File: config.mk
export PLATFORM = sky130hd
export DESIGN_NAME = markup_text_glyph_placer
export DESIGN_NICKNAME = d
export VERILOG_FILES = /design/src/mtgp_pkg.sv /design/src/mtgp_step.sv /design/src/markup_text_glyph_placer.sv
export SDC_FILE = /design/constraint.sdc
export NUM_CORES = 1
export LEC_CHECK = 0
export BUFFER_PORTS_ARGS = -buffer_cell sky130_fd_sc_hd__buf_2
export CAP_MARGIN = 10
export CORE_UTILIZATION = 50
export DETAILED_ROUTE_END_ITERATION = 8
export PLACE_DENSITY = 0.68
export SLEW_MARGIN = 40
export SYNTH_ARGS = -nofsm -noshare
export SYNTH_HDL_FRONTEND = slang
export SYNTH_SLANG_ARGS = --single-unit
File: constraint.sdc
create_clock -name clk -period 10.96 [get_ports clk]
set_input_delay 0.548 -clock clk [delete_from_list [all_inputs] [get_ports clk]]
set_output_delay 0.548 -clock clk [all_outputs]
set_load 0.01 [all_outputs]
File: src/mtgp_pkg.sv
// Shared types and constants for the markup text glyph placer.
// No dependencies; imported by mtgp_step, markup_text_glyph_placer and the testbench.
package mtgp_pkg;

  localparam logic [11:0] LEFT_MARGIN = 12'd20;
  localparam logic [11:0] TOP_GAP     = 12'd20;
  localparam logic [11:0] GLYPH_W     = 12'd8;
  localparam logic [11:0] LINE_H      = 12'd16;
  localparam logic [11:0] ROW_MAX     = 12'd4095;

  localparam logic [7:0] CH_CR    = 8'h0D;
  localparam logic [7:0] CH_LF    = 8'h0A;
  localparam logic [7:0] CH_LT    = 8'h3C;
  localparam logic [7:0] CH_GT    = 8'h3E;
  localparam logic [7:0] CH_SLASH = 8'h2F;
  localparam logic [7:0] CH_H_LO  = 8'h68;
  localparam logic [7:0] CH_H_UP  = 8'h48;
  localparam logic [7:0] CH_A_LO  = 8'h61;
  localparam logic [7:0] CH_A_UP  = 8'h41;

  localparam logic [11:0] RST_SCREEN_WIDTH  = 12'd1024;
  localparam logic [9:0]  RST_BAR_HEIGHT    = 10'd40;
  localparam logic [23:0] RST_TEXT_COLOR    = 24'hFFFFFF;
  localparam logic [23:0] RST_HEADING_COLOR = 24'hF9E2AF;
  localparam logic [23:0] RST_LINK_COLOR    = 24'h89B4FA;

  typedef enum logic [2:0] {
    REG_SCREEN_WIDTH  = 3'd0,
    REG_BAR_HEIGHT    = 3'd1,
    REG_TEXT_COLOR    = 3'd2,
    REG_HEADING_COLOR = 3'd3,
    REG_LINK_COLOR    = 3'd4,
    REG_SKIP_HEADER   = 3'd5
  } reg_index_t;

  typedef struct packed {
    logic [11:0] screen_width;
    logic [9:0]  bar_height;
    logic [23:0] text_color;
    logic [23:0] heading_color;
    logic [23:0] link_color;
    logic        skip_header;
  } cfg_regs_t;

  typedef struct packed {
    logic [11:0] x;
    logic [11:0] y;
    logic [7:0]  ch;
    logic [23:0] color;
  } glyph_t;

endpackage

File: src/mtgp_step.sv
// Parse state and cursor of the glyph placer: one byte per accepted word.
// Depends on mtgp_pkg for constants and the config and glyph structs.
module mtgp_step import mtgp_pkg::*; (
  input  logic      clk,
  input  logic      rst,
  input  logic      accept,
  input  logic [7:0] byte_in,
  input  logic      page_start,
  input  cfg_regs_t cfg,
  output logic      emit,
  output glyph_t    glyph
);

  logic [2:0]  header_progress, header_progress_next;
  logic        in_body, in_body_next;
  logic        inside_tag, inside_tag_next;
  logic        color_pending, color_pending_next;
  logic [11:0] cursor_col, cursor_col_next;
  logic [11:0] cursor_row, cursor_row_next;
  logic [23:0] active_color, active_color_next;

  // page_start applies the fresh-page values before the byte is used
  logic [2:0]  hp_e;
  logic        body_e, tag_e, pend_e;
  logic [11:0] col_e, row_e, row_home;
  logic [23:0] color_e;
  logic [12:0] row_sum;
  logic [11:0] row_fed;
  logic [13:0] col_reach;
  logic [7:0]  want;

  assign row_home = {2'b00, cfg.bar_height} + TOP_GAP;

  always_comb begin
    hp_e    = page_start ? 3'd0 : header_progress;
    body_e  = page_start ? 1'b0 : in_body;
    tag_e   = page_start ? 1'b0 : inside_tag;
    pend_e  = page_start ? 1'b0 : color_pending;
    col_e   = page_start ? LEFT_MARGIN : cursor_col;
    row_e   = page_start ? row_home : cursor_row;
    color_e = page_start ? cfg.text_color : active_color;

    row_sum   = {1'b0, row_e} + {1'b0, LINE_H};
    row_fed   = (row_sum > {1'b0, ROW_MAX}) ? ROW_MAX : row_sum[11:0];
    // wrap when col + 8 > width - 20, kept unsigned by moving the margin over
    col_reach = {2'b00, col_e} + {2'b00, GLYPH_W} + {2'b00, LEFT_MARGIN};
    want      = hp_e[0] ? CH_LF : CH_CR;

    header_progress_next = hp_e;
    in_body_next         = body_e;
    inside_tag_next      = tag_e;
    color_pending_next   = pend_e;
    cursor_col_next      = col_e;
    cursor_row_next      = row_e;
    active_color_next    = color_e;
    emit                 = 1'b0;

    glyph.x     = col_e;
    glyph.y     = row_e;
    glyph.ch    = byte_in;
    glyph.color = color_e;

    if (cfg.skip_header && !body_e) begin
      if (byte_in == want) begin
        if (hp_e == 3'd3) begin
          header_progress_next = 3'd0;
          in_body_next         = 1'b1;
        end else begin
          header_progress_next = hp_e + 3'd1;
        end
      end else begin
        header_progress_next = (byte_in == CH_CR) ? 3'd1 : 3'd0;
      end
    end else begin
      color_pending_next = 1'b0;
      if (pend_e) begin
        if (byte_in == CH_H_LO || byte_in == CH_H_UP) begin
          active_color_next = cfg.heading_color;
        end else if (byte_in == CH_A_LO || byte_in == CH_A_UP) begin
          active_color_next = cfg.link_color;
        end else if (byte_in == CH_SLASH) begin
          active_color_next = cfg.text_color;
        end
      end
      glyph.color = active_color_next;

      if (byte_in == CH_LT) begin
        inside_tag_next    = 1'b1;
        color_pending_next = 1'b1;
      end else if (byte_in == CH_GT) begin
        inside_tag_next = 1'b0;
      end else if (tag_e) begin
        // drop markup body
      end else if (byte_in == CH_LF) begin
        cursor_col_next = LEFT_MARGIN;
        cursor_row_next = row_fed;
      end else begin
        emit = 1'b1;
        if (col_reach > {2'b00, cfg.screen_width}) begin
          cursor_col_next = LEFT_MARGIN;
          cursor_row_next = row_fed;
        end else begin
          cursor_col_next = col_e + GLYPH_W;
        end
      end
    end
  end

  always_ff @(posedge clk) begin
    if (rst) begin
      header_progress <= 3'd0;
      in_body         <= 1'b0;
      inside_tag      <= 1'b0;
      color_pending   <= 1'b0;
      cursor_col      <= LEFT_MARGIN;
      cursor_row      <= {2'b00, RST_BAR_HEIGHT} + TOP_GAP;
      active_color    <= RST_TEXT_COLOR;
    end else if (accept) begin
      header_progress <= header_progress_next;
      in_body         <= in_body_next;
      inside_tag      <= inside_tag_next;
      color_pending   <= color_pending_next;
      cursor_col      <= cursor_col_next;
      cursor_row      <= cursor_row_next;
      active_color    <= active_color_next;
    end
  end

  // columns advance in steps of 8 from the margin, so the low bits stay fixed
  a_col_grid: assert property (@(posedge clk) disable iff (rst)
    cursor_col[2:0] == LEFT_MARGIN[2:0] && cursor_col >= LEFT_MARGIN)
    else $error("cursor column off the glyph grid");

  a_hdr_range: assert property (@(posedge clk) disable iff (rst)
    header_progress <= 3'd3)
    else $error("header match count out of range");

  a_body_hdr: assert property (@(posedge clk) disable iff (rst)
    accept && emit |=> !(cfg.skip_header && !in_body && header_progress != 3'd0
                         && $past(cfg.skip_header)))
    else $error("header matching resumed after a glyph");

endmodule

File: src/markup_text_glyph_placer.sv
// Top level of the markup text glyph placer: config registers and a two-entry
// result buffer around mtgp_step. Depends on mtgp_pkg and mtgp_step.
//
//  channel | signals                                         | dir
//  in      | in_valid, in_ready, byte_in, page_start         | in
//  out     | out_valid, out_ready, glyph_x/y/char/color      | out
//  cfg     | cfg_valid, cfg_ready, cfg_index, cfg_data       | in
//
// One byte per cycle while in_ready is high; a glyph shows on out in the cycle after
// its byte is taken when the output slot is free, later while out_ready holds it back.
// The per-byte work is one pass through mtgp_step into the result register.
// A skid register holds one more result, so in_ready only drops when both are full.
// rst (synchronous) restores register defaults, a fresh page and an empty buffer.
// cfg_ready is always high; write only while idle.
module markup_text_glyph_placer import mtgp_pkg::*; (
  input  logic        clk,
  input  logic        rst,
  input  logic        in_valid,
  output logic        in_ready,
  input  logic [7:0]  byte_in,
  input  logic        page_start,
  output logic        out_valid,
  input  logic        out_ready,
  output logic [11:0] glyph_x,
  output logic [11:0] glyph_y,
  output logic [7:0]  glyph_char,
  output logic [23:0] glyph_color,
  input  logic        cfg_valid,
  output logic        cfg_ready,
  input  logic [2:0]  cfg_index,
  input  logic [23:0] cfg_data
);

  cfg_regs_t cfg;
  glyph_t    step_glyph, main_glyph, skid_glyph;
  logic      emit, accept, pop, push, skid_valid;

  assign cfg_ready = 1'b1;

  always_ff @(posedge clk) begin
    if (rst) begin
      cfg.screen_width  <= RST_SCREEN_WIDTH;
      cfg.bar_height    <= RST_BAR_HEIGHT;
      cfg.text_color    <= RST_TEXT_COLOR;
      cfg.heading_color <= RST_HEADING_COLOR;
      cfg.link_color    <= RST_LINK_COLOR;
      cfg.skip_header   <= 1'b1;
    end else if (cfg_valid) begin
      case (cfg_index)
        REG_SCREEN_WIDTH:  cfg.screen_width  <= cfg_data[11:0];
        REG_BAR_HEIGHT:    cfg.bar_height    <= cfg_data[9:0];
        REG_TEXT_COLOR:    cfg.text_color    <= cfg_data;
        REG_HEADING_COLOR: cfg.heading_color <= cfg_data;
        REG_LINK_COLOR:    cfg.link_color    <= cfg_data;
        REG_SKIP_HEADER:   cfg.skip_header   <= cfg_data[0];
        default: ;
      endcase
    end
  end

  assign in_ready = !skid_valid;
  assign accept   = in_valid && in_ready;
  assign pop      = out_valid && out_ready;
  assign push     = accept && emit;

  mtgp_step u_step (
    .clk        (clk),
    .rst        (rst),
    .accept     (accept),
    .byte_in    (byte_in),
    .page_start (page_start),
    .cfg        (cfg),
    .emit       (emit),
    .glyph      (step_glyph)
  );

  always_ff @(posedge clk) begin
    if (rst) begin
      out_valid  <= 1'b0;
      skid_valid <= 1'b0;
    end else if (skid_valid) begin
      // drain the skid word into the output slot
      if (pop) begin
        out_valid  <= 1'b1;
        skid_valid <= 1'b0;
      end
    end else if (!out_valid || pop) begin
      out_valid <= push;
    end else if (push) begin
      skid_valid <= 1'b1;
    end
  end

  always_ff @(posedge clk) begin
    if (skid_valid) begin
      if (pop) main_glyph <= skid_glyph;
    end else if (!out_valid || pop) begin
      main_glyph <= step_glyph;
    end else if (push) begin
      skid_glyph <= step_glyph;
    end
  end

  assign glyph_x     = main_glyph.x;
  assign glyph_y     = main_glyph.y;
  assign glyph_char  = main_glyph.ch;
  assign glyph_color = main_glyph.color;

  a_skid_behind_main: assert property (@(posedge clk) disable iff (rst)
    skid_valid |-> out_valid)
    else $error("skid word held with empty output slot");

  a_skid_holds: assert property (@(posedge clk) disable iff (rst)
    skid_valid && !out_ready |=> skid_valid && $stable(skid_glyph))
    else $error("skid word lost while output stalled");

  a_push_lands: assert property (@(posedge clk) disable iff (rst)
    push && !out_valid |=> out_valid && !skid_valid)
    else $error("result dropped from empty buffer");

endmodule

# Word level (Yosys, flattened, before mapping)
# Cells that the tools add are included.
# op_classes
n_addsub	6
magnitude_cmp	2
eq_ne	17
n_mux	53
n_bitwise	2
n_reduce_logical	20
# ops
operator	n
2-to-1 mux 12 bit	15
2-to-1 mux 56 bit	3
2-to-1 mux 24 bit	6
== test 8 x 7 -> 1 bit, second input constant	4
== test 8 x 6 -> 1 bit, second input constant	3
2-to-1 mux 1 bit	24
== test 8 x 4 -> 1 bit, second input constant	2
2-to-1 mux 3 bit	5
adder 14 x 5 -> 14 bit, second input constant	1
> comparator 14 x 12 -> 1 bit	1
AND reduction 2 bit	7
adder 12 x 4 -> 13 bit, second input constant	1
adder 12 x 5 -> 13 bit, second input constant	1
> comparator 13 x 12 -> 1 bit, second input constant	1
adder 12 x 4 -> 12 bit, second input constant	1
adder 10 x 5 -> 11 bit, second input constant	1
== test 3 x 2 -> 1 bit, second input constant	3
== test 8 bit	1
== test 3 bit, second input constant	2
logical AND 1 bit	4
adder 3 x 1 -> 3 bit, second input constant	1
== test 3 x 1 -> 1 bit, second input constant	1
logical NOT 1 bit	3
logical NOT 3 bit	1
other kinds (5)	8
# totals
register_bits	263
input_bits	41
output_inout_bits	59
wordCells	123

# Longest topological paths before layout
# Gate-level depths: netlist of run 1.
# logic_depth
word_depth	11
mapped_depth	22
mapped_depth_nobuf	17

# By module
# Synthesis of run 1 repeated with hierarchy kept, for this count alone.
# hier_totals
hier_cells	1235
area_unflattened_um2	12340.6
# modules_own_cells
mod	n_inst	cells_per_inst	area_per_inst_um2	seq_area_each_um2
markup_text_glyph_placer	1	569	7427.1	5305.1
mtgp_step	1	666	4913.5	1081.0

# Worst setup path before layout of run 1
# OpenSTA, ideal clock, no wires.
# synth_path
kind	input port to flip-flop
startpoint	input page_start
endpoint	register skid_glyph[0] (netlist bit), enable pin
setup_ps	551
t_arrival_ps	5513
required_ps	10409
path_slack_ps	4895
stages	7
n_path_buf	1
cell_sequence	buf_2 nand2b_1 nand2_1 nand2_1 nor2_1 nand3_1 nor3b_1
# synth_between
elab_chain_cells	7
word_cells_on_any_way	10
cone_classes	mux (6); reduce/logical (4)
# synth_rtl
element	line	source
start, declared	markup_text_glyph_placer.sv:21	input logic page_start,
2-to-1 mux 1 bit	mtgp_step.sv:37	tag_e = page_start ? 1'b0 : inside_tag;
2-to-1 mux 1 bit	mtgp_step.sv:92	end else if (tag_e) begin
2-to-1 mux 1 bit	mtgp_step.sv:90	end else if (byte_in == CH_GT) begin
2-to-1 mux 1 bit	mtgp_step.sv:87	if (byte_in == CH_LT) begin
2-to-1 mux 1 bit *	mtgp_step.sv:63	if (cfg.skip_header && !body_e) begin
logical AND 1 bit *	markup_text_glyph_placer.sv:64	assign push = accept && emit;
AND reduction 3 bit (no line) *	-	
end signal, assigned	markup_text_glyph_placer.sv:100	skid_glyph <= step_glyph;
end, declared	markup_text_glyph_placer.sv:35	glyph_t step_glyph, main_glyph, skid_glyph;
# Mark *: on every way between the ends. The rest lies on a longest branch, timed or not.
# A chain may end at the register's enable or synchronous reset.

==> impl_summary.txt, run 1 <==
----------------------------------------------------
[Run status]
  Outcome ... completed

[Yosys]
  Top FF cell, synth ... sky130_fd_sc_hd__dfxtp_1
  Seq/Total Area, Yosys ... 0.515
  Cell type with the highest aggregate area in the netlist ... sky130_fd_sc_hd__edfxtp_1
  Biggest area contributors in the synthesized netlist ... sky130_fd_sc_hd__edfxtp_1, sky130_fd_sc_hd__dfxtp_1, sky130_fd_sc_hd__nand2_1
  Most numerous cell types in the synthesized netlist ... sky130_fd_sc_hd__nand2_1, sky130_fd_sc_hd__dfxtp_1, sky130_fd_sc_hd__edfxtp_1
  Top-area cell type share of the netlist area ... 0.271
  Register bit total from synthesis ... 263
  Average cell area after synthesis ... 9.85 µm²
  Most frequent cell after synthesis ... sky130_fd_sc_hd__nand2_1
  Cell Area, Synth ... 12,400 µm²
  Count of distinct cell types in the synthesized netlist ... 72
  YS warnings ... 0
  FFs w/ async S/R, synth ... 0
  Post-Syn Nets ... 1,318
  Post-synth EDFFs ... 112
  Synth Instances ... 1,259

[Timing]
  Achievable Freq ... 0.218 GHz
  Sum of negative setup slack ... 0 ns
  Max-slew headroom ... 0.504
  Clock period minus final worst setup slack ... 4.59 ns
  Max Transition Viols Final ... 0
  Hold violation total from the final report ... 0
  Setup slack after layout ... 6.37 ns
  Worst clock skew on the final layout ... 0.0150 ns
  Finish-stage setup viols ... 0
  Worst Tran Pin Value ... 0.742 ns
  Share of the clock period used by the worst path after layout ... 0.419
  RSZ-0062 raised after global routing ... false

[Clocking]
  Number of sinks on the clock net ... 263
  H-tree depth ... 1
  Clock root buffer ... sky130_fd_sc_hd__clkbuf_16
  Hold-fix buffers at CTS ... 0
  Clock transition at the registers of the reported paths ... 0.06 ns
  Number of gates given a new drive strength after cts ... 0
  Post-CTS setup repair buffer count ... 0
  Clock tree from TritonCTS ... yes
  Buffer levels on the longest clock path ... 3
  TritonCTS Buffers ... 29
  Clock network latency to the later pin of the worst-skew pair ... 0.55 ns

[Floorplanning]
  Floorplan die height ... 160 µm
  Initial standard-cell utilization of the core ... 0.510
  Die footprint ... 25,400 µm²
  Std cell rows ... 57
  Horiz. Die Dim ... 160 µm
  I/O pin cnt ... 100
  Placeable core region ... 24,300 µm²

[Final layout]
  Share of layout cells above drive strength 1 ... 0.204
  Final Cell Area ... 14,100 µm²
  Final cell count without fillers ... 1,664
  Final net count ... 1,374
  Area Overhead vs Synth ... 13.9%

[GRT]
  First-pass GRT wire length ... 48,700 µm
  Total global-route track usage ... 0.237
  Number of global-route vias before repair ... 9,168
  Overflow left after global routing ... 0
  Number of antenna violations at the first check in global routing ... 3
  Largest net degree at the start of global routing ... 96

[Detailed routing]
  Total via count after detailed routing ... 9,595
  Sum of routed wire length over all layers ... 30,500 µm
  Wire length per cell after detailed routing ... 18.3 µm
  Initial DRT Pass Iterations ... 5
  Iteration-0 DRC count of the detailed router ... 612
  Post-detailed-route DRC marker count ... 0
  Avg Vias per Cell ... 5.77
  Remaining antenna violation count after routing ... 0

[Setup path]
  Worst reg2reg setup slack ... 6.66 ns
  Maximum fanout encountered on the critical timing path ... 44
  Largest stage delay on the critical path ... 0.58 ns
  Class of the most critical setup path ... input port to flip-flop
  Slowest-stage cell, CP ... sky130_fd_sc_hd__buf_4
  Most numerous cell on the critical path ... sky130_fd_sc_hd__a21oi_1
  Crit. End Element ... flip-flop
  Worst Setup Start Kind ... input port
  Worst path arrival time ... 5.09 ns
  Worst path cell trace ... buf_2 -> buf_4 -> or2_2 -> a21oi_1 -> or3_1 -> nor3_1 -> a31oi_1 -> xnor2_1 -> ha_1 -> a21oi_1 -> o211ai_1 -> o21ai_0 -> nand3_1 -> a21o_1 -> a21oi_1 -> and2_1
  Required time at the endpoint of the critical path ... 11.45 ns

[Power and ir drop]
  Peak ir drop on the vdd network ... 0.000156 V
  Leakage power summed over all cells ... 0.00506 µW
  P per Cell Area ... 154 nW/µm²

[Place]
  Total cell area at the placement stage ... 13,100 µm²
  HPWL after detailed placement ... 19,200 µm
  Number of cells after detailed placement ... 1,608
  Weighted congestion at the end of routability-driven global placement ... 0.891
  Worst slack at placement ... 5.87 ns
  Port Buffers ... 98

[Flow run]
  Maximum Capacitance Violations ... 0

[Worst hold path]
  Hold WC Path Type ... input port to flip-flop

----------------------------------------------------
placed cells by master (no fill, tap or decap), drive strengths merged, types with 30 or more instances in the layout:
cell type | Yosys | layout
nand2 | 264 | 264
dfxtp | 151 | 151
buf | 21 | 116
edfxtp | 112 | 112
mux2 | 80 | 80
a21oi | 66 | 66
nor2 | 46 | 46
nor3 | 39 | 39
nor2b | 37 | 37
clkbuf | 70 | 35
nand3b | 34 | 34
o211ai | 30 | 30
inv | 28 | 30
where the power goes:
| group | total, µW | switching [µW] | internal [µW] |
|---|---|---|---|
| Combinational | 131 | 83.3 | 47.7 |
| Clock | 999 | 399 | 600 |
| Sequential | 1050 | 10.9 | 1040 |
worst paths after layout:
path                          from                    end  cells past startpoint
max                     page_start   u_step.cursor_col[1]                     16
min                   cfg_data[15]                cfg[64]                      2
max reg2reg   u_step.cursor_col[3]   u_step.cursor_col[1]                     15
min reg2reg  u_step.cursor_row[11]  u_step.cursor_row[11]                      2
metrics by stage:
stage | utilization | hold WS, ns | power (µW)
after CTS | 0.581 | 0.211 | 2200
final | 0.581 | 0.230 | 2180
after global placement | 0.540 | 0.435 | 1200
after detailed placement | 0.540 | 0.440 | 1200
after floorplan | - | 0.421 | 1150
after global routing | 0.581 | 0.232 | 2250
logic make-up after synthesis:
group / count (synthesis) / synth area share
buf+inv: 119 / 0.0380
simple gates: 491 / 0.188
mux: 105 / 0.0928
flops: 263 / 0.515
other cells: 1 / 0.000302
xor+xnor: 18 / 0.0127
fa+ha+maj: 19 / 0.0190
compound gates: 243 / 0.134
critical path: cells and delay by family:
| kind | cells | cell delay [ns] |
|---|---|---|
| and+or+nand+nor | 5 | 1.59 |
| AOI/OAI and AO/OA | 7 | 1.40 |
| buffers and inverters | 2 | 1.06 |
| adders and majority gates | 1 | 0.31 |
| xor gates and xnor gates | 1 | 0.15 |
cell type report:
| cell class | instances | area (µm²) |
|---|---|---|
| inverters | 28 | 105 |
| fillers | 2097 | 10200 |
| repair buffers | 116 | 632 |
| diodes | 2 | 5.00 |
| multi-input cells | 877 | 5620 |
| well taps | 324 | 405 |
| clock buffers | 35 | 778 |
| flip-flops and latches | 263 | 6390 |
| clock inverters | 19 | 208 |
flip-flops by register name, summed over array words and instances, names as in the netlist, 3 cells and up:
name,flops
u_step.cursor_col,12
cfg,95
u_step.header_progress,3
glyph_x,12
skid_glyph,56
glyph_color,24
glyph_char,8
u_step.cursor_row,12
glyph_y,12
u_step.active_color,24
layer usage:
metal / track usage / vias up / routed length (µm)
met5: 0 / - / 8
met4: 0.0774 / 2 / 683
met3: 0.0339 / 50 / 1990
met2: 0.382 / 324 / 14000
met1: 0.328 / 4563 / 13800
li1: - / 4656 / -
No activity file was read; power rests on OpenSTA's default activity.
==> run 2, diff against run 1 <==
- PLACE_DENSITY: 0.68 -> 0.71
- clock period: 10.96 -> 3.8 ns (I/O delays scaled with it)
==> run 2 against run 1 <==
  * Sequential share of layout area is 1.3 points lower
  * Sequential power grew to 2.9 times the previous value
  * Design area is 3.0% higher
  * Clock power grew to 2.7 times the previous value
  * Core utilization is 1.8 points higher
  * Clock skew is 0.0016 ns lower
  * Critical endpoint is now u_step.cursor_row[10]
  * Count of clock-buffer cells in the layout is 4 higher
  * Largest cell class unchanged
  * Combinational power grew to 3.2 times the previous value
  * Worst hold slack worse by 0.16 ns
  * Setup slack worse by 6.0 ns
  * Die area stayed put
  * Highest routed layer unchanged
==> impl_summary.txt, run 2 (synthesized netlist as in run 1, its figures left out) <==
----------------------------------------------------
[Timing]
  Achievable Freq ... 0.288 GHz
  Worst hold-check slack ... 0.0684 ns (-0.162 ns)
  Share of the clock period used by the worst path after layout ... 0.915
  Clock period minus final worst setup slack ... 3.48 ns
  Max-slew headroom ... 0.469 (-0.0352)
  Worst clock skew on the final layout ... 0.0134 ns (-0.00155 ns)
  Max Transition Viols Final ... 0 (unchanged)
  Worst Tran Pin Value ... 0.797 ns (+0.0545 ns)
  RSZ-0062 raised after global routing ... false
  Finish-stage setup viols ... 0 (unchanged)
  Sum of negative setup slack ... 0 ns (unchanged)
  Hold violation total from the final report ... 0 (unchanged)

[Power and ir drop]
  Switching part of the total power ... 0.223 (-0.00283)
  Switching power of the nets ... 1380 µW (+180%)
  Part of the total power dissipated in the clock network ... 0.443 (-0.015)
  Internal Dissipation ... 4800 µW (+180%)
  Peak ir drop on the vdd network ... 0.000349 V (+120%)
  Power share of the combinational group ... 0.067 (+0.007)
  Share of power burned in registers ... 0.490 (+0.008)
  P per Cell Area ... 424 nW/µm² (+180%)
  Leakage power summed over all cells ... 0.00525 µW (+3.8%)

[Worst hold path]
  Worst hold start ... out_ready
  Min-Delay Endpoint ... out_valid
  Worst Hold Depth ... 4 (+2)
  Hold WC Path Type ... input port to flip-flop

[Detailed routing]
  Remaining antenna violation count after routing ... 0 (unchanged)
  Total via count after detailed routing ... 9,822 (+2.4%)
  Iteration-0 DRC count of the detailed router ... 713 (+17%)
  Initial DRT Pass Iterations ... 5 (unchanged)
  Sum of routed wire length over all layers ... 31,000 µm (+1.9%)
  Avg Vias per Cell ... 5.74 (-0.45%)
  Wire length per cell after detailed routing ... 18.1 µm (-0.91%)
  Post-detailed-route DRC marker count ... 0 (unchanged)

[Setup path]
  Worst path arrival time ... 3.91 ns (-1.18 ns)
  Required time at the endpoint of the critical path ... 4.23 ns (-7.22 ns)
  Cells on worst reg2reg path ... 15 (unchanged)
  Class of the most critical setup path ... flip-flop to flip-flop
  Worst reg2reg setup slack ... 0.32 ns (-6.34 ns)
  FF-to-FF Start ... u_step.cursor_col[2]
  Worst reg2reg path endpoint ... u_step.cursor_row[10]
  Slowest-stage cell, CP ... sky130_fd_sc_hd__maj3_1
  Crit. End Element ... flip-flop
  Maximum fanout encountered on the critical timing path ... 6 (-86%)
  Worst path cell trace ... or2_2 -> ha_1 -> or2_2 -> maj3_1 -> xnor2_1 -> nor2_1 -> ha_1 -> nand4_1 -> nor4_1 -> a21oi_1 -> o21ai_2 -> and3_4 -> nor3_4 -> and4_2 -> a2111oi_2
  Largest stage delay on the critical path ... 0.38 ns (-0.20 ns)
  Worst Setup Start Kind ... flip-flop

[Final layout]
  Flip-flop count of the largest register after layout ... 95 (unchanged)
  Final cell count without fillers ... 1,711 (+2.8%)
  Final net count ... 1,421 (+3.4%)
  Register with the most flip-flops ... cfg
  Most used cells in the layout excluding fill and tap cells ... sky130_fd_sc_hd__nand2_1, sky130_fd_sc_hd__dfxtp_1, sky130_fd_sc_hd__edfxtp_1
  Share of layout cells above drive strength 1 ... 0.207 (+0.00333)
  Area Overhead vs Synth ... 17.4%
  Biggest regs ... cfg x95, skid_glyph x56
  Most frequent standard cell in the layout excluding fill and tap cells ... sky130_fd_sc_hd__nand2_1

[Floorplanning]
  Floorplan die height ... 160 µm (unchanged)
  Placeable core region ... 24,300 µm² (unchanged)
  I/O pin cnt ... 100 (unchanged)
  Horiz. Die Dim ... 160 µm (unchanged)
  Die footprint ... 25,400 µm² (unchanged)
  Std cell rows ... 57 (unchanged)
  Initial standard-cell utilization of the core ... 0.510 (unchanged)

[Place]
  Port Buffers ... 98 (unchanged)
  Number of cells after detailed placement ... 1,624 (+1.0%)
  Weighted congestion at the end of routability-driven global placement ... 0.889 (-0.24%)
  HPWL after detailed placement ... 20,000 µm (+4.4%)

[Clocking]
  Number of sinks on the clock net ... 263 (unchanged)
  TritonCTS Buffers ... 28 (-3.4%)
  Clock tree from TritonCTS ... yes
  Post-CTS setup repair buffer count ... 0 (unchanged)
  Clock transition at the registers of the reported paths ... 0.06 ns (about the same)
  Buffer levels on the longest clock path ... 3 (unchanged)
  Clock root buffer ... sky130_fd_sc_hd__clkbuf_16
  Clock network latency to the later pin of the worst-skew pair ... 0.54 ns (about the same)
  H-tree depth ... 1 (unchanged)

[GRT]
  Overflow left after global routing ... 0 (unchanged)
  Number of antenna violations at the first check in global routing ... 4 (+1)
  Largest net degree at the start of global routing ... 81 (-16%)
  Number of global-route vias before repair ... 9,704 (+5.8%)
  First-pass GRT wire length ... 50,500 µm (+3.6%)
  Total global-route track usage ... 0.245 (+0.00761)

[Flow run]
  Maximum Capacitance Violations ... 0 (unchanged)

[Run status]
  Outcome ... completed

----------------------------------------------------
-- run 2: cell count changes in the layout (fill, tap and decap cells not counted), sizes merged --
cell	previous run	this run
inv	30	28
buf	116	132
bufinv	4	3
clkinvlp	2	1
clkbuf	35	39
clkinv	11	9
dlygate4sd3	0	32
diode	2	3
-- run 2: worst max-delay path by stage --
stage                         startpoint                     to  slack, ns  depth (start not counted)
finish              u_step.cursor_col[2]  u_step.cursor_row[10]       0.32                         15
global route        u_step.cursor_col[2]   u_step.cursor_row[8]       0.03                         15
CTS                 u_step.cursor_col[4]  u_step.cursor_row[10]       0.23                         14
detailed placement            page_start  u_step.cursor_row[10]       0.13                         17
global placement              page_start  u_step.cursor_row[10]       0.25                         17
floorplan                     page_start  u_step.cursor_row[10]      0.003                         20
-- run 2: final cells by class --
type,instances,area (µm²)
Multi-Input combinational cell,877,5640
Clock buffer,39,783
Inverter,28,105
Timing Repair Buffer,164,1100
Sequential cell,263,6390
Fill cell,2056,9760
Tap cell,324,405
Antenna cell,3,7.51
Clock inverter,13,138
-- run 2: critical path, delay by kind of cell (launching register included) --
| kind | cells | cell delay [ns] |
|---|---|---|
| adder cells (fa/ha/maj) | 3 | 0.89 |
| flip-flops | 1 | 0.32 |
| XOR/XNOR | 1 | 0.16 |
| AO/OA/AOI/OAI | 3 | 0.45 |
| AND/OR/NAND/NOR | 8 | 1.55 |
-- run 2: repair_timing --
action | in CTS | in global routing
hold buffers | 32 | 0
endpoints found under the setup margin | 0 | 3
gates resized for setup | 0 | 3
hold endpoints to repair | 97 | 0
-- run 2: power groups by stage --
stage / registers (µW) / logic [µW] / clock network, µW
6_report: 3030 / 414 / 2740
5_1_grt: 3040 / 452 / 2890
4_1_cts: 3030 / 410 / 2780
3_5_place_dp: 3090 / 382 / 0
3_3_place_gp: 3090 / 373 / 0
2_1_floorplan: 3100 / 233 / 0
-- run 2: routing by layer --
layer | track usage | vias up | routed length [µm]
met5 | 0 | - | 13
met4 | 0.0817 | 2 | 862
met3 | 0.0386 | 60 | 1810
met2 | 0.409 | 294 | 14500
met1 | 0.323 | 4717 | 13900
li1 | - | 4749 | -
-- run 2: metrics by stage --
stage | setup slack [ns] | cell area, µm² | util | total power, µW
after global routing | 0.0267 | 14600 | 0.599 | 6380
after detailed placement | 0.129 | 13300 | 0.547 | 3470
final | 0.324 | 14600 | 0.599 | 6180
after floorplan | 0.00252 | 12400 | - | 3330
after CTS | 0.230 | 14500 | 0.598 | 6220
after global placement | 0.251 | 13300 | 0.545 | 3460
==> run 3, diff against run 2 <==
- ABC_AREA: not set -> 1
- CTS_BUF_LIST: not set -> sky130_fd_sc_hd__clkbuf_2 sky130_fd_sc_hd__clkbuf_4 sky130_fd_sc_hd__clkbuf_8
==> run 3 against run 2 <==
  * Fmax rose by 1.1%
  * Global-route usage rose by 1.4 points
  * Non-clock buffer count fell by 1
  * Clock skew rose by 0.018 ns
  * Register-to-register slack improved by 0.04 ns
  * Largest cell class unchanged
  * Sequential share of layout area fell by 0.30 points
  * Critical endpoint is now u_step.cursor_col[2]
  * Synthesized area rose by 1.4%
  * Cell count rose by 20%
==> impl_summary.txt, run 3 <==
----------------------------------------------------
[Final layout]
  Register with the most flip-flops ... cfg
  Flip-flop count of the largest register after layout ... 95 (unchanged)
  Most used cells in the layout excluding fill and tap cells ... sky130_fd_sc_hd__nand2_1, sky130_fd_sc_hd__inv_1, sky130_fd_sc_hd__dfxtp_1
  Biggest regs ... cfg x95, skid_glyph x56
  Most frequent standard cell in the layout excluding fill and tap cells ... sky130_fd_sc_hd__nand2_1
  Number of fill cells in the layout ... 2,181 (+6.1%)
  Area Overhead vs Synth ... 16.6%
  Final net count ... 1,748 (+23%)
  Inserted Diodes ... 0 (-3)
  Layout Utilization ... 0.599 (+0.000601)
  Share of layout cells above drive strength 1 ... 0.166 (-0.0414)

[Clocking]
  Clock tree from TritonCTS ... yes
  TritonCTS Buffers ... 43 (+54%)
  H-tree depth ... 2 (+1)
  Clock root buffer ... sky130_fd_sc_hd__clkbuf_8
  Number of sinks on the clock net ... 263 (unchanged)
  Clock network latency to the later pin of the worst-skew pair ... 0.55 ns (about the same)
  Buffer levels on the longest clock path ... 3 (unchanged)
  Clock transition at the registers of the reported paths ... 0.06 ns (about the same)

[Detailed routing]
  Initial DRT Pass Iterations ... 5 (unchanged)
  Total via count after detailed routing ... 11,100 (+13%)
  Post-detailed-route DRC marker count ... 0 (unchanged)
  Avg Vias per Cell ... 5.40 (-5.9%)
  Wire length per cell after detailed routing ... 16.2 µm (-11%)
  Iteration-0 DRC count of the detailed router ... 903 (+27%)
  Sum of routed wire length over all layers ... 33,100 µm (+6.7%)
  Remaining antenna violation count after routing ... 0 (unchanged)

[Setup path]
  Worst path top cell family by delay ... simple AND/OR/NAND/NOR gates
  Slowest-stage cell, CP ... sky130_fd_sc_hd__dfxtp_1
  Largest stage delay on the critical path ... 0.42 ns (+0.04 ns)
  FF-to-FF Start ... u_step.cursor_col[3]
  Worst path cell trace ... nand2_2 -> ha_1 -> inv_1 -> nand2_1 -> nand3_1 -> nor2_1 -> nand2_1 -> nor3_2 -> xor2_1 -> inv_1 -> ha_1 -> nand2_1 -> inv_1 -> nand2_1 -> nor2_1 -> nand3_1 -> a21oi_2 -> nand2_4 -> nand2_1 -> o211ai_1 -> or2_1
  Class of the most critical setup path ... flip-flop to flip-flop
  Required time at the endpoint of the critical path ... 4.25 ns (+0.02 ns)
  Maximum fanout encountered on the critical timing path ... 11 (+5)
  Crit. End Element ... flip-flop
  Worst reg2reg path endpoint ... u_step.cursor_col[2]
  CP bufs+invs ... 3 (+3)
  Most numerous cell on the critical path ... sky130_fd_sc_hd__nand2_1
  Worst Setup Start Kind ... flip-flop
  Worst path arrival time ... 3.88 ns (-0.03 ns)
  Critical Path Source ... u_step.cursor_col[3]
  Cells on worst reg2reg path ... 21 (+6)
  Worst reg2reg setup slack ... 0.36 ns (+0.04 ns)

[GRT]
  Total global-route track usage ... 0.259 (+0.0141)
  Number of global-route vias before repair ... 10,200 (+5.1%)
  Largest net degree at the start of global routing ... 96 (+19%)
  Number of antenna violations at the first check in global routing ... 0 (-4)
  First-pass GRT wire length ... 53,300 µm (+5.5%)
  Overflow left after global routing ... 0 (unchanged)

[Worst hold path]
  Worst hold start ... cfg_data[9]
  Hold WC Path Type ... input port to flip-flop
  Min-Delay Endpoint ... cfg[34]
  Worst Hold Depth ... 3 (-1)

[Place]
  Port Buffers ... 98 (unchanged)
  Weighted congestion at the end of routability-driven global placement ... 0.939 (+5.6%)
  Worst slack at placement ... 0.187 ns (+0.0582 ns)
  HPWL after detailed placement ... 21,400 µm (+6.8%)

[Yosys]
  Post-synth EDFFs ... 112 (unchanged)
  Top-area cell type share of the netlist area ... 0.267 (-0.00375)
  FFs w/ async S/R, synth ... 0 (unchanged)
  Post-Syn Nets ... 1,631 (+24%)
  Most numerous cell types in the synthesized netlist ... sky130_fd_sc_hd__nand2_1, sky130_fd_sc_hd__inv_1, sky130_fd_sc_hd__dfxtp_1
  Top FF cell, synth ... sky130_fd_sc_hd__dfxtp_1
  Cell Area, Synth ... 12,600 µm² (+1.4%)
  Biggest area contributors in the synthesized netlist ... sky130_fd_sc_hd__edfxtp_1, sky130_fd_sc_hd__dfxtp_1, sky130_fd_sc_hd__nand2_1
  Count of distinct cell types in the synthesized netlist ... 46 (-36%)
  Average cell area after synthesis ... 8.00 µm² (-19%)
  Seq/Total Area, Yosys ... 0.508 (-0.00712)
  Most frequent cell after synthesis ... sky130_fd_sc_hd__nand2_1
  Cell type with the highest aggregate area in the netlist ... sky130_fd_sc_hd__edfxtp_1
  Synth Instances ... 1,572 (+25%)
  Register bit total from synthesis ... 263 (unchanged)
  YS warnings ... 0 (unchanged)

[Power and ir drop]
  P per Cell Area ... 424 nW/µm² (-0.19%)
  Leakage power summed over all cells ... 0.00618 µW (+18%)
  Peak ir drop on the vdd network ... 0.000375 V (+7.4%)

[Timing]
  Achievable Freq ... 0.291 GHz (+1.1%)
  Clock period minus final worst setup slack ... 3.44 ns (-0.0392 ns)
  Sum of negative setup slack ... 0 ns (unchanged)
  Worst Tran Pin Value ... 0.788 ns (-0.00816 ns)
  RSZ-0062 raised after global routing ... false
  Max-slew headroom ... 0.474 (+0.00486)
  Worst clock skew on the final layout ... 0.0317 ns (+0.0182 ns)
  Share of the clock period used by the worst path after layout ... 0.904 (-0.0103)
  Hold violation total from the final report ... 0 (unchanged)
  Setup slack after layout ... 0.363 ns (+0.0392 ns)
  Max Transition Viols Final ... 0 (unchanged)
  Finish-stage setup viols ... 0 (unchanged)

[Floorplanning]
  Placeable core region ... 24,500 µm² (+0.59%)
  Die footprint ... 25,800 µm² (+1.4%)
  Horiz. Die Dim ... 161 µm (+0.69%)
  Initial standard-cell utilization of the core ... 0.514 (+0.00414)
  Std cell rows ... 57 (unchanged)
  Floorplan die height ... 161 µm (+0.69%)
  I/O pin cnt ... 100 (unchanged)

[Flow run]
  Maximum Capacitance Violations ... 0 (unchanged)

[Run status]
  Outcome ... completed

----------------------------------------------------
-- run 3: changes by cell type in the layout (fill, tap and decap cells not counted), sizes merged, moves of 37 or more --
cell / before / now
nand2: 264 / 414
mux2: 80 / 0
nor2b: 37 / 0
inv: 28 / 176
nor2: 46 / 133
a21oi: 66 / 120
o21ai: 28 / 178
-- run 3: metal layers --
layer / wire (µm) / up-vias / global-route usage
met4: 683 / 0 / 0.0805
met2: 14300 / 432 / 0.390
met1: 15500 / 5115 / 0.380
met5: 0 / - / 0
li1: - / 5458 / -
met3: 2630 / 53 / 0.0405
-- run 3: per-stage QoR --
| step | cell area, µm² | power [µW] | cells | hold slack (ns) |
|---|---|---|---|---|
| 2_1_floorplan | 12600 | 3470 | 1572 | 0.289 |
| 3_3_place_gp | 13400 | 3640 | 1932 | 0.416 |
| 3_5_place_dp | 13400 | 3650 | 1934 | 0.405 |
| 4_1_cts | 14600 | 6240 | 2045 | 0.000877 |
| 5_1_grt | 14700 | 6460 | 2047 | 0.0123 |
| 6_report | 14700 | 6210 | 2047 | 0.0319 |
-- run 3: logic make-up after synthesis --
group,after synthesis,share of synthesized area
compound gates,389,0.173
xor+xnor,6,0.00418
fa+ha+maj,18,0.0179
buf+inv,267,0.0847
flops,263,0.508
other cells,1,0.000298
simple gates,628,0.213
-- run 3: worst max-delay path by stage --
stage / to / cells after the start / slack (ns)
6_report: u_step.cursor_col[2] / 21 / 0.36
2_1_floorplan: glyph_char[0] / 3 / 0.01
3_3_place_gp: u_step.cursor_col[2] / 20 / 0.25
4_1_cts: u_step.cursor_col[2] / 19 / 0.24
5_1_grt: u_step.cursor_row[4] / 24 / 0.03
3_5_place_dp: u_step.cursor_col[2] / 23 / 0.19
-- run 3: what timing repair did --
item | in CTS | in global routing
setup buffers | 0 | 2
hold endpoints to repair | 75 | 0
hold buffers | 32 | 0
setup endpoints to repair | 0 | 22
gates resized for setup | 0 | 4
-- run 3: power by group --
| part | leakage [µW] | total [µW] | internal (µW) | switching (µW) |
|---|---|---|---|---|
| Combinational | 0.00338 | 554 | 193 | 361 |
| Clock | 0.000499 | 2580 | 1470 | 1110 |
| Sequential | 0.00230 | 3080 | 3040 | 39.7 |
| Total | 0.00618 | 6210 | 4700 | 1510 |
-- run 3: final cells by class --
cell class,count,area [µm²],area share
clock buffer,70,838,0.0572
multi-input combinational,1042,5180,0.354
sequential,263,6390,0.436
clock inverter,9,76.3,0.00521
tap,324,405,0.0276
timing repair buffer,163,1110,0.0758
inverter,176,661,0.0451
-- run 3: worst register-to-register path, stage by stage, from the launching register on --
cell and delay [ns]:
sky130_fd_sc_hd__dfxtp_1 0.42, sky130_fd_sc_hd__nand2_2 0.12, sky130_fd_sc_hd__ha_1 0.36, sky130_fd_sc_hd__inv_1 0.06, sky130_fd_sc_hd__nand2_1 0.10, sky130_fd_sc_hd__nand3_1 0.12
sky130_fd_sc_hd__nor2_1 0.11, sky130_fd_sc_hd__nand2_1 0.09, sky130_fd_sc_hd__nor3_2 0.14, sky130_fd_sc_hd__xor2_1 0.16, sky130_fd_sc_hd__inv_1 0.06, sky130_fd_sc_hd__ha_1 0.29
sky130_fd_sc_hd__nand2_1 0.05, sky130_fd_sc_hd__inv_1 0.06, sky130_fd_sc_hd__nand2_1 0.05, sky130_fd_sc_hd__nor2_1 0.08, sky130_fd_sc_hd__nand3_1 0.10, sky130_fd_sc_hd__a21oi_2 0.25
sky130_fd_sc_hd__nand2_4 0.15, sky130_fd_sc_hd__nand2_1 0.17, sky130_fd_sc_hd__o211ai_1 0.15, sky130_fd_sc_hd__or2_1 0.26
